<file path="config.mk">
export PLATFORM = sky130hd
export DESIGN_NAME = hbp_packer
export DESIGN_NICKNAME = d
export VERILOG_FILES = /design/src/rtl/hbp_pkg.sv /design/src/rtl/hbp_packer.sv
export SDC_FILE = /design/constraint.sdc
export NUM_CORES = 1
export LEC_CHECK = 0
export BUFFER_PORTS_ARGS = -buffer_cell sky130_fd_sc_hd__clkbuf_2
export CAP_MARGIN = 5
export CORE_AREA = 4 4 175 177
export CTS_CLUSTER_DIAMETER = 200
export DETAILED_ROUTE_END_ITERATION = 7
export DIE_AREA = 0 0 179 181
export HOLD_SLACK_MARGIN = 0.02
export PLACE_DENSITY_LB_ADDON = 0.08
export SKIP_LAST_GASP = 1
export SLEW_MARGIN = 15
export SYNTH_ARGS = -nofsm -noshare
export SYNTH_HDL_FRONTEND = slang
export SYNTH_SLANG_ARGS = --single-unit
</file>
<file path="constraint.sdc">
create_clock -name i_clk -period 14.41 [get_ports i_clk]
set_input_delay 0.7205 -clock i_clk [delete_from_list [all_inputs] [get_ports i_clk]]
set_output_delay 0.7205 -clock i_clk [all_outputs]
set_load 0.02 [all_outputs]
</file>
<file path="src/rtl/hbp_pkg.sv">
// Package with the shared types, widths and item codes of the Huffman bit packer.
package hbp_pkg;

    localparam int WORD_BITS     = 32;
    localparam int ALPHABET_SIZE = 256;

    localparam int SYM_W  = 8;
    localparam int LEN_W  = 6;
    localparam int CNT_W  = $clog2(WORD_BITS + 1);
    localparam int ADDR_W = $clog2(ALPHABET_SIZE);
    localparam int KIND_W = 2;

    localparam int S_DATA_W = 48;
    localparam int M_DATA_W = 40;

    localparam logic [KIND_W-1:0] KIND_LOAD   = 2'd0;
    localparam logic [KIND_W-1:0] KIND_ENCODE = 2'd1;
    localparam logic [KIND_W-1:0] KIND_FLUSH  = 2'd2;

    localparam logic [LEN_W-1:0] LEN_MAX = LEN_W'(WORD_BITS);

    // Item held after the table read, handed on to the packer.
    typedef struct packed {
        logic                 valid;
        logic [KIND_W-1:0]    kind;
        logic [LEN_W-1:0]     len;
        logic [WORD_BITS-1:0] bits;
    } t_lookup;

endpackage

</file>
<file path="src/rtl/hbp_packer.sv">
// Bit accumulator that appends codes LSB first and registers the emitted words.
module hbp_packer (
    input  logic                           i_clk,
    input  logic                           i_rst_n,
    input  logic                           i_go,
    input  hbp_pkg::t_lookup               i_lookup,
    input  logic                           i_out_ready,
    output logic                           o_out_valid,
    output logic [hbp_pkg::WORD_BITS-1:0]  o_word,
    output logic [hbp_pkg::CNT_W-1:0]      o_count,
    output logic                           o_final
);
    import hbp_pkg::*;

    logic [WORD_BITS-1:0]   r_acc;
    logic [CNT_W-1:0]       r_used;
    logic                   r_out_valid;
    logic [WORD_BITS-1:0]   r_word;
    logic [CNT_W-1:0]       r_count;
    logic                   r_final;

    logic [WORD_BITS-1:0]   n_acc;
    logic [CNT_W-1:0]       n_used;
    logic                   n_emit;
    logic [WORD_BITS-1:0]   n_word;
    logic [CNT_W-1:0]       n_count;
    logic                   n_final;

    logic [WORD_BITS-1:0]   w_mask;
    logic [WORD_BITS-1:0]   w_code;
    logic [2*WORD_BITS-1:0] w_shifted;
    logic [WORD_BITS-1:0]   w_merged;
    logic [CNT_W:0]         w_total;

    always_comb begin
        w_mask    = ~({WORD_BITS{1'b1}} << i_lookup.len);
        w_code    = i_lookup.bits & w_mask;
        w_shifted = {{WORD_BITS{1'b0}}, w_code} << r_used;
        w_merged  = r_acc | w_shifted[WORD_BITS-1:0];
        w_total   = {1'b0, r_used} + (CNT_W+1)'(i_lookup.len);

        n_acc   = r_acc;
        n_used  = r_used;
        n_emit  = 1'b0;
        n_word  = w_merged;
        n_count = CNT_W'(WORD_BITS);
        n_final = 1'b0;

        case (i_lookup.kind)
            KIND_ENCODE: begin
                if (w_total >= (CNT_W+1)'(WORD_BITS)) begin
                    n_emit = 1'b1;
                    n_acc  = w_shifted[2*WORD_BITS-1:WORD_BITS];
                    n_used = CNT_W'(w_total - (CNT_W+1)'(WORD_BITS));
                end else begin
                    n_acc  = w_merged;
                    n_used = w_total[CNT_W-1:0];
                end
            end
            KIND_FLUSH: begin
                n_word  = r_acc;
                n_count = r_used;
                n_final = 1'b1;
                if (r_used != '0) begin
                    n_emit = 1'b1;
                    n_acc  = '0;
                    n_used = '0;
                end
            end
            default: begin
                n_acc  = r_acc;
                n_used = r_used;
            end
        endcase
    end

    always_ff @(posedge i_clk) begin
        if (!i_rst_n) begin
            r_acc       <= '0;
            r_used      <= '0;
            r_out_valid <= 1'b0;
        end else if (i_go) begin
            r_acc       <= n_acc;
            r_used      <= n_used;
            r_out_valid <= n_emit;
        end else if (i_out_ready) begin
            r_out_valid <= 1'b0;
        end
    end

    always_ff @(posedge i_clk) begin
        if (i_go && n_emit) begin
            r_word  <= n_word;
            r_count <= n_count;
            r_final <= n_final;
        end
    end

    assign o_out_valid = r_out_valid;
    assign o_word      = r_word;
    assign o_count     = r_count;
    assign o_final     = r_final;

endmodule

</file>
### After elaboration in Yosys (flattened, before gate mapping)

Cells that the tools add are included.

* $add $sub $neg: 2
* $lt $le $gt $ge: 1
* equal/unequal tests: 3
* shifts and indexed selects: 2
* muxes and demuxes: 13
* bitwise logic cells: 3
* reductions and logical operators: 5

Operator list (count)
* $mux 32: 3
* $pmux 32 s2: 1
* $shl 32x6->64: 1
* $and 32x32->32: 1
* $not 32->32: 1
* $or 32x32->32: 1
* $shl 32x6->32 const A: 1
* $mux 6: 2
* $pmux 6 s2: 1
* $add 6x6->7: 1
* $ge 7x6->1 const B: 1
* $reduce_bool 6->1: 1
* $sub 6x6->6 const B: 1
* $mux 1: 5
* $reduce_bool 2->1: 2
* $reduce_and 3->1: 1
* $eq 2x1->1 const B: 1
* $eq 2x2->1 const B: 1
* $ne 2x2->1 const B: 1
* $pmux 1 s2: 1
* $logic_and 1x1->1: 1

* register bits after elaboration: 78
* input port bits: 45
* output and inout bits: 40

### Depth between registers and ports, before layout

Gate-level depths: netlist of run 1.

* depth in word-level cells: 7
* gate-level depth with buffers: 14
* mapped depth without buffers: 11

### Worst setup path before layout of run 1

OpenSTA, ideal clock, no wires.

* path type: input port to flip-flop
* start point: input port i_lookup[33] (netlist name)
* end point: register r_count[0], in the netlist o_count[0] (enable)
* data arrival time: 5599 ps
* data required time: 13916 ps
* slack: 8317 ps
* stages on the path: 12
* buffers on the path: 4
* cell sequence: buf_4 buf_4 inv_1 fa_1 nor2b_1 o21ai_0 a31oi_1 or3_1 clkbuf_1 clkbuf_1 a21oi_1 nor3b_1

* longest elaborated chain between the ends: 5

RTL lines
* start, declared: RTL line hbp_packer.sv:6 `input hbp_pkg::t_lookup i_lookup,`
* $add 6x6->7: RTL line hbp_packer.sv:40 `w_total = {1'b0, r_used} + (CNT_W+1)'(i_lookup.len);`
* $ge 7x6->1: RTL line hbp_packer.sv:51 `if (w_total >= (CNT_W+1)'(WORD_BITS)) begin`
* $mux 1: RTL line hbp_packer.sv:51
* $pmux 1 s2: RTL line hbp_packer.sv:49 `case (i_lookup.kind)`
* $logic_and 1x1->1: RTL line hbp_packer.sv:92 `if (i_go && n_emit) begin`
* end signal, assigned: RTL line hbp_packer.sv:94 `r_count <= n_count;`
* end, declared: RTL line hbp_packer.sv:19 `logic [CNT_W-1:0] r_count;`

Every way passes these cells.
A chain may end at the register's enable or synchronous reset.

### Worst setup path in the final report of run 1

* start point: register r_used[0]
* end point: register r_acc[5]

* longest elaborated chain between the ends: 4
* elaborated cells between the ends (all ways): 9
* those cells by class: add/sub (1); order compare (1); eq/ne (1); shift (1); mux (2); bitwise (1); reduce/logical (2)

RTL lines
* start, declared: RTL line hbp_packer.sv:16 `logic [CNT_W-1:0] r_used;`
* start signal, assigned: RTL line hbp_packer.sv:84 `r_used <= n_used;`
* $add 6x6->7 / $shl 32x6->64 (equally long branches): RTL line hbp_packer.sv:40, hbp_packer.sv:38
* $ge 7x6->1 / $or 32x32->32 (equally long branches): RTL line hbp_packer.sv:51, hbp_packer.sv:39
* $mux 32: RTL line hbp_packer.sv:51
* $pmux 32 s2: RTL line hbp_packer.sv:49
* end signal, assigned: RTL line hbp_packer.sv:83 `r_acc <= n_acc;`
* end, declared: RTL line hbp_packer.sv:15 `logic [WORD_BITS-1:0] r_acc;`

Several ways; a longest one is shown, not always the timed one.

==> results of run 1 <==
[per-layer routing]
layer / up-vias / global-route usage / wire length, um
met3: 43 / 0.0259 / 1850
met4: 0 / 0.0651 / 899
met2: 280 / 0.290 / 13900
met1: 3632 / 0.286 / 15000
met5: - / 0 / 0
li1: 3495 / - / -
[logic make-up after synthesis]
logic type | Yosys count | share of synthesized area
mux | 56 | 0.106
simple gates | 309 | 0.200
flops | 78 | 0.271
compound gates | 329 | 0.336
xor+xnor | 4 | 0.00487
fa+ha+maj | 9 | 0.0167
buf+inv | 103 | 0.0650
[per-stage QoR]
step | instance area, um2 | power (mW) | utilization | cells
6_report | 8200 | 0.754 | 0.280 | 1316
5_1_grt | 8200 | 0.793 | 0.280 | 1316
4_1_cts | 8200 | 0.759 | 0.280 | 1316
3_5_place_dp | 7910 | 0.520 | 0.271 | 1300
3_3_place_gp | 7910 | 0.522 | 0.271 | 1300
2_1_floorplan | 7200 | 0.428 | - | 888
[worst max path at each step]
stage                             from          to  slack [ns]  cells after the start
after floorplan           i_lookup[33]  o_count[0]        8.32                     12
after global placement    i_lookup[33]    r_acc[5]       10.15                     11
after detailed placement  i_lookup[33]    r_acc[5]       10.14                     11
after CTS                    r_used[0]    r_acc[5]       10.32                     12
after global routing         r_used[0]    r_acc[5]       10.02                     12
final                        r_used[0]    r_acc[5]       10.32                     12
[sequential cells by signal (all words and copies together) (netlist names)]
signal / cells
r_acc: 32
r_used: 6
o_word: 32
o_count: 6
o_final: 1
o_out_valid: 1
[report_power, final]
part | internal, mW | leakage [nW] | switching (mW)
clock | 0.134 | 0.146 | 0.102
combinational | 0.0873 | 2.22 | 0.180
sequential | 0.246 | 0.677 | 0.00479
[final cells by class]
type / instances / area (um2)
multi-input cells: 707 / 4820
inverters: 23 / 86.3
fillers: 3228 / 21000
flip-flops and latches: 78 / 1960
well taps: 390 / 488
clock inverters: 6 / 62.6
clock buffers: 10 / 229
repair buffers: 102 / 558
[Yosys cell counts (17+ instances only)]
cell	n
a21o_1	24
a21oi_1	61
buf_2	17
clkbuf_1	45
dfxtp_1	39
edfxtp_1	39
inv_1	20
mux2i_1	25
nand2_1	87
nand3_1	28
nor2_1	92
nor3_1	32
o21ai_0	43
[worst max-delay path: cells and delay by family (launching register included)]
kind | cells | cell delay (ns)
adder cells (fa/ha/maj) | 2 | 0.69
flip-flops | 1 | 0.31
AO/OA/AOI/OAI | 5 | 1.54
buffers and inverters | 3 | 0.96
AND/OR/NAND/NOR | 2 | 0.43
==> flow_summary_export.csv, run 1 <==
group,metric,value,unit
run,timing.max_cap.violations,0,
clocking,worst_skew_pair.late_latency,0.35,ns
worst_setup_path,cp.required,14.65,ns
global_route,grt_first_pass_wirelength,47800,um
global_route,grtUsageTotal,0.194,
synth,ys.warnings.count,0,
cells_and_area,drive_above_1_share,0.193,
worst_setup_path,r2r_slack,10.32,ns
synth,yosys-top-cells-area,"edfxtp_1, dfxtp_1, nor2_1",
clocking,ctsResizeCount,0,
power,p_per_area,91.9,nW/um2
global_route,gr-total-overflow,0,
min_path,hold_path.class,"reg2reg",
synth,async_flop_share,0,
global_route,grt_max_degree,59,
sta,tns,0,ns
synth,synth_top_area_share,0.163,
worst_setup_path,worstPathArrival,4.33,ns
detailed_routing,drc,0,
die,dieArea,32400,um2
detailed_routing,vias_per_cell,5.66,
place,pre_cts_slack,10.14,ns
synth,ys.flop_type,"edfxtp_1",
synth,syn-mean-instance-area,8.10,um2
die,fp.dieH,181,um
clocking,cts_tree,"yes",
die,io_pins,85,
worst_setup_path,crit_chain,"buf_4, ha_1, inv_1, fa_1, nor2b_1, o21ai_0, a31oi_1, or3_1, buf_4, o21ai_1, a32o_1, a41o_1",
place,globalplace.congestion,0.862,
clocking,cts_made_buffers,9,
detailed_routing,drtPass1Iterations,5,
synth,synth-seq-cells,78,
min_path,hold_end,"r_acc[15]",
synth,yosysSeqAreaShare,0.271,
clocking,cts_num_sinks,78,
clocking,cts_htree_levels,3,
worst_setup_path,cp_slowest_stage_delay,0.51,ns
power,p_leak,3.04,nW
sta,clock_skew,0.00920,ns
sta,drv_slew,0,
cells_and_area,layout_common_cells,"nor2_1, nand2_1, clkbuf_2",
synth,synth_cells,888,
run_status,status,"finished clean",
sta,hold_violations,0,
detailed_routing,routed_wl,31700,um
detailed_routing,dr_total_vias,7450,
cells_and_area,layout.nets,975,
sta,setup_violations,0,
detailed_routing,antenna_left,0,
global_route,grt_pass1_vias,7207,
die,die_w,179,um
global_route,antenna_found_initial,0,
cells_and_area,antenna_cells,0,
die,rows,63,
worst_setup_path,start_kind,"register",
clocking,holdBufCountCts,0,
worst_setup_path,crit_path_frequent_cell,"buf_4",
die,start_util,0.246,
clocking,clk_pin_slew,0.07,ns
synth,synth_edf_count,39,
synth,yosysUniqueCellTypes,95,
cells_and_area,final_common_cell,"nor2_1",
min_path,hold_depth,2,
min_path,hold_start,"r_acc[15]",
worst_setup_path,timing.rr.end,"r_acc[5]",
die,core_area,29200,um2
detailed_routing,detail_route.wl_per_cell,24.1,um
synth,netlist_area,7200,um2
worst_setup_path,r2r_cells,12,
place,dp_hpwl,23100,um
synth,syn-num-nets,942,
sta,period_share,0.284,
synth,synth_area_leader_cell,"edfxtp_1",
sta,relSlewSlack,0.319,
worst_setup_path,crit_path_end_kind,"register",
clocking,postCtsSetupRepairBufs,0,
power,ir_drop,54.4,uV
worst_setup_path,worst-setup-path-type,"reg2reg",
sta,timing.fmax,244,MHz
clocking,clock_path_buffers,2,
place,io_buffers,83,
sta,timing.hold.ws,0.472,ns
worst_setup_path,slowest_stage,"buf_4",
sta,layout_min_cycle_time,4.09,ns
clocking,root_buffer,"clkbuf_16",
cells_and_area,area_delta_synth_final,14.0,%
worst_setup_path,worstReg2RegStart,"r_used[0]",
worst_setup_path,worst-path-max-fanout,58,
sta,setup_ws,10.32,ns
sta,rsz0062_at_grt,"false",
sta,tightestPinTransition,1.02,ns
detailed_routing,drt_iter0_drc,677,
No activity file was read; power rests on OpenSTA's default activity.
==> inputs of run 2 (changes only) <==
--- a/config.mk
+++ b/config.mk
@@ -5,12 +5,13 @@
 export SDC_FILE = /design/constraint.sdc
 export NUM_CORES = 1
 export LEC_CHECK = 0
+export ABC_AREA = 1
 export BUFFER_PORTS_ARGS = -buffer_cell sky130_fd_sc_hd__clkbuf_2
 export CAP_MARGIN = 5
-export CORE_AREA = 4 4 175 177
+export CORE_AREA = 4 4 165 167
 export CTS_CLUSTER_DIAMETER = 200
 export DETAILED_ROUTE_END_ITERATION = 7
-export DIE_AREA = 0 0 179 181
+export DIE_AREA = 0 0 169 171
 export HOLD_SLACK_MARGIN = 0.02
 export PLACE_DENSITY_LB_ADDON = 0.08
 export SKIP_LAST_GASP = 1
==> constraint.sdc (replaced) <==
create_clock -name i_clk -period 3.75 [get_ports i_clk]
set_input_delay 0.1875 -clock i_clk [delete_from_list [all_inputs] [get_ports i_clk]]
set_output_delay 0.1875 -clock i_clk [all_outputs]
set_load 0.02 [all_outputs]
==> flow_summary_export.csv, run 2 <==
group,metric,value,unit
run_status,status,"finished clean",
detailed_routing,routed_wl,26200,um
synth,yosysSeqAreaShare,0.305,
synth,synth-seq-cells,78,
die,die_w,169,um
sta,layout_min_cycle_time,2.97,ns
clocking,postCtsSetupRepairBufs,0,
synth,async_flop_share,0,
clocking,worst_skew_pair.late_latency,0.35,ns
synth,synth_edf_count,39,
cells_and_area,layout_common_cells,"nand3_1, nand2_1, clkbuf_2",
clocking,clock_path_buffers,2,
global_route,antenna_found_initial,0,
worst_setup_path,crit_chain,"ha_1, inv_1, fa_1, nor2_1, o21ai_1, a21boi_1, o21ai_1, nand3_2, nand2_1, a211oi_4, buf_4",
cells_and_area,fin_area,7420,um2
global_route,grt_first_pass_wirelength,40900,um
place,io_buffers,83,
worst_setup_path,crit_path_frequent_cell,"o21ai_1",
synth,synth_cells,1019,
worst_setup_path,worst-path-max-fanout,40,
synth,synth.cells.most_frequent,"nand3_1, nand2_1, a21oi_1",
sta,rsz0062_at_grt,"false",
die,dieArea,28900,um2
detailed_routing,drt_iter0_drc,468,
min_path,hold_depth,4,
place,placed_area,7130,um2
synth,ys.warnings.count,0,
clocking,clk_pin_slew,0.06,ns
sta,relSlewSlack,0.447,
min_path,hold_path.class,"in2reg",
detailed_routing,antenna_left,0,
clocking,cts_htree_levels,3,
sta,setup_violations,0,
synth,synth_most_common_cell,"nand3_1",
die,core_area,25800,um2
sta,period_share,0.791,
min_path,hold_start,"i_out_ready",
sta,tns,0,ns
detailed_routing,detail_route.wl_per_cell,18.6,um
cells_and_area,final_common_cell,"nand3_1",
clocking,cts_made_buffers,9,
global_route,grt_max_degree,57,
die,fp.dieH,171,um
synth,ys.flop_type,"edfxtp_1",
global_route,grtUsageTotal,0.182,
worst_setup_path,timing.rr.end,"o_word[9]",
worst_setup_path,r2r_cells,11,
clocking,cts_tree,"yes",
global_route,grt_pass1_vias,6934,
worst_setup_path,worstPathArrival,2.95,ns
power,ir_drop,166,uV
cells_and_area,layout.nets,1124,
die,start_util,0.248,
synth,syn-num-nets,1073,
sta,hold_violations,0,
worst_setup_path,crit_path_end_kind,"register",
worst_setup_path,critPathTopFamily,"adder cells",
worst_setup_path,worst-setup-path-type,"reg2reg",
clocking,ctsResizeCount,0,
detailed_routing,drc,0,
worst_setup_path,start_kind,"register",
clocking,holdBufCountCts,0,
worst_setup_path,r2r_slack,0.78,ns
power,p_per_area,386,nW/um2
synth,netlist_area,6400,um2
cells_and_area,area_delta_synth_final,16.0,%
clocking,root_buffer,"clkbuf_16",
sta,timing.fmax,337,MHz
synth,yosysUniqueCellTypes,38,
clocking,cts_num_sinks,78,
cells_and_area,fill_cells,2926,
place,dp_hpwl,19700,um
cells_and_area,antenna_cells,0,
worst_setup_path,critPathBufInv,2,
die,io_pins,85,
sta,tightestPinTransition,0.829,ns
place,globalplace.congestion,0.870,
synth,synth_top_area_share,0.245,
min_path,hold_end,"o_out_valid",
synth,syn-mean-instance-area,6.28,um2
synth,yosys-top-cells-area,"nand3_1, edfxtp_1, nand2_1",
sta,clock_skew,0.00809,ns
worst_setup_path,slowest_stage,"buf_4",
worst_setup_path,cp.required,3.73,ns
die,rows,59,
detailed_routing,vias_per_cell,5.10,
global_route,gr-total-overflow,0,
power,p_leak,3.15,nW
detailed_routing,drtPass1Iterations,5,
run,timing.max_cap.violations,0,
synth,synth_area_leader_cell,"nand3_1",
detailed_routing,dr_total_vias,7184,
sta,drv_slew,0,
worst_setup_path,cp_slowest_stage_delay,0.46,ns
worst_setup_path,worstReg2RegStart,"r_used[0]",
cells_and_area,drive_above_1_share,0.127,
run 2: cell count changes in the layout (fill, tap and decap cells not counted), sizes merged, moves of 11 or more:
cell	delta
a211oi	-12
a21o	-24
a221oi	-11
inv	+39
mux2	-16
mux2i	-26
mux4	-14
nand2	+172
nand3	+286
nor2	-29
nor3	-31
o21ai	-23
o221ai	-11
o2bb2ai	-12
run 2: tightest hold or removal path, stage by stage:
cell      delay (ns)
clkbuf_2        0.07
nor2_1          0.03
a21oi_1         0.13
nor2_1          0.04
run 2: cell type report:
cell class,instances,area [um2],share of cell area
well taps,335,419,0.0565
clock buffers,11,233,0.0314
flip-flops and latches,78,1950,0.263
clock inverters,5,58.8,0.00792
inverters,61,229,0.0309
repair buffers,106,588,0.0792
multi-input cells,814,3940,0.531
run 2: layer usage:
layer	up-vias	track usage	share of wire	wire, um
met3	36	0.0254	0.037	976
li1	3631	-	-	-
met2	166	0.322	0.49	12900
met4	0	0.0466	0.023	595
met1	3351	0.235	0.45	11800
met5	-	0	0	0
run 2: cells by family after synthesis:
group,count (synthesis),share of synthesized area
compound gates,147,0.135
fa+ha+maj,9,0.0188
buf+inv,127,0.0811
flops,78,0.305
simple gates,658,0.460
run 2: report_power, final:
part	internal, mW	switching (mW)	leakage [nW]
registers	0.950	0.0142	0.681
logic	0.294	0.722	2.33
clock network	0.517	0.364	0.136
total	1.76	1.10	3.15
run 2: stage by stage:
| step | power, mW | utilization | setup slack (ns) | instances | hold WS [ns] |
|---|---|---|---|---|---|
| after global placement | 2.01 | 0.277 | 0.668 | 1394 | 0.454 |
| final | 2.86 | 0.288 | 0.785 | 1410 | 0.165 |
| after global routing | 3.07 | 0.288 | 0.525 | 1410 | 0.174 |
| after detailed placement | 2.00 | 0.277 | 0.654 | 1394 | 0.458 |
| after floorplan | 1.67 | - | 0.297 | 1019 | 0.308 |
| after CTS | 2.90 | 0.288 | 0.726 | 1410 | 0.154 |
run 2: worst max-delay path by stage:
stage,start,endpoint,slack [ns],depth (start not counted)
after global routing,r_used[0],o_word[9],0.52,11
after floorplan,r_used[1],o_count[0],0.30,11
after global placement,i_lookup[32],o_count[2],0.67,12
final,r_used[0],o_word[9],0.78,11
after CTS,r_used[0],o_count[0],0.73,11
after detailed placement,i_lookup[32],o_count[0],0.65,12
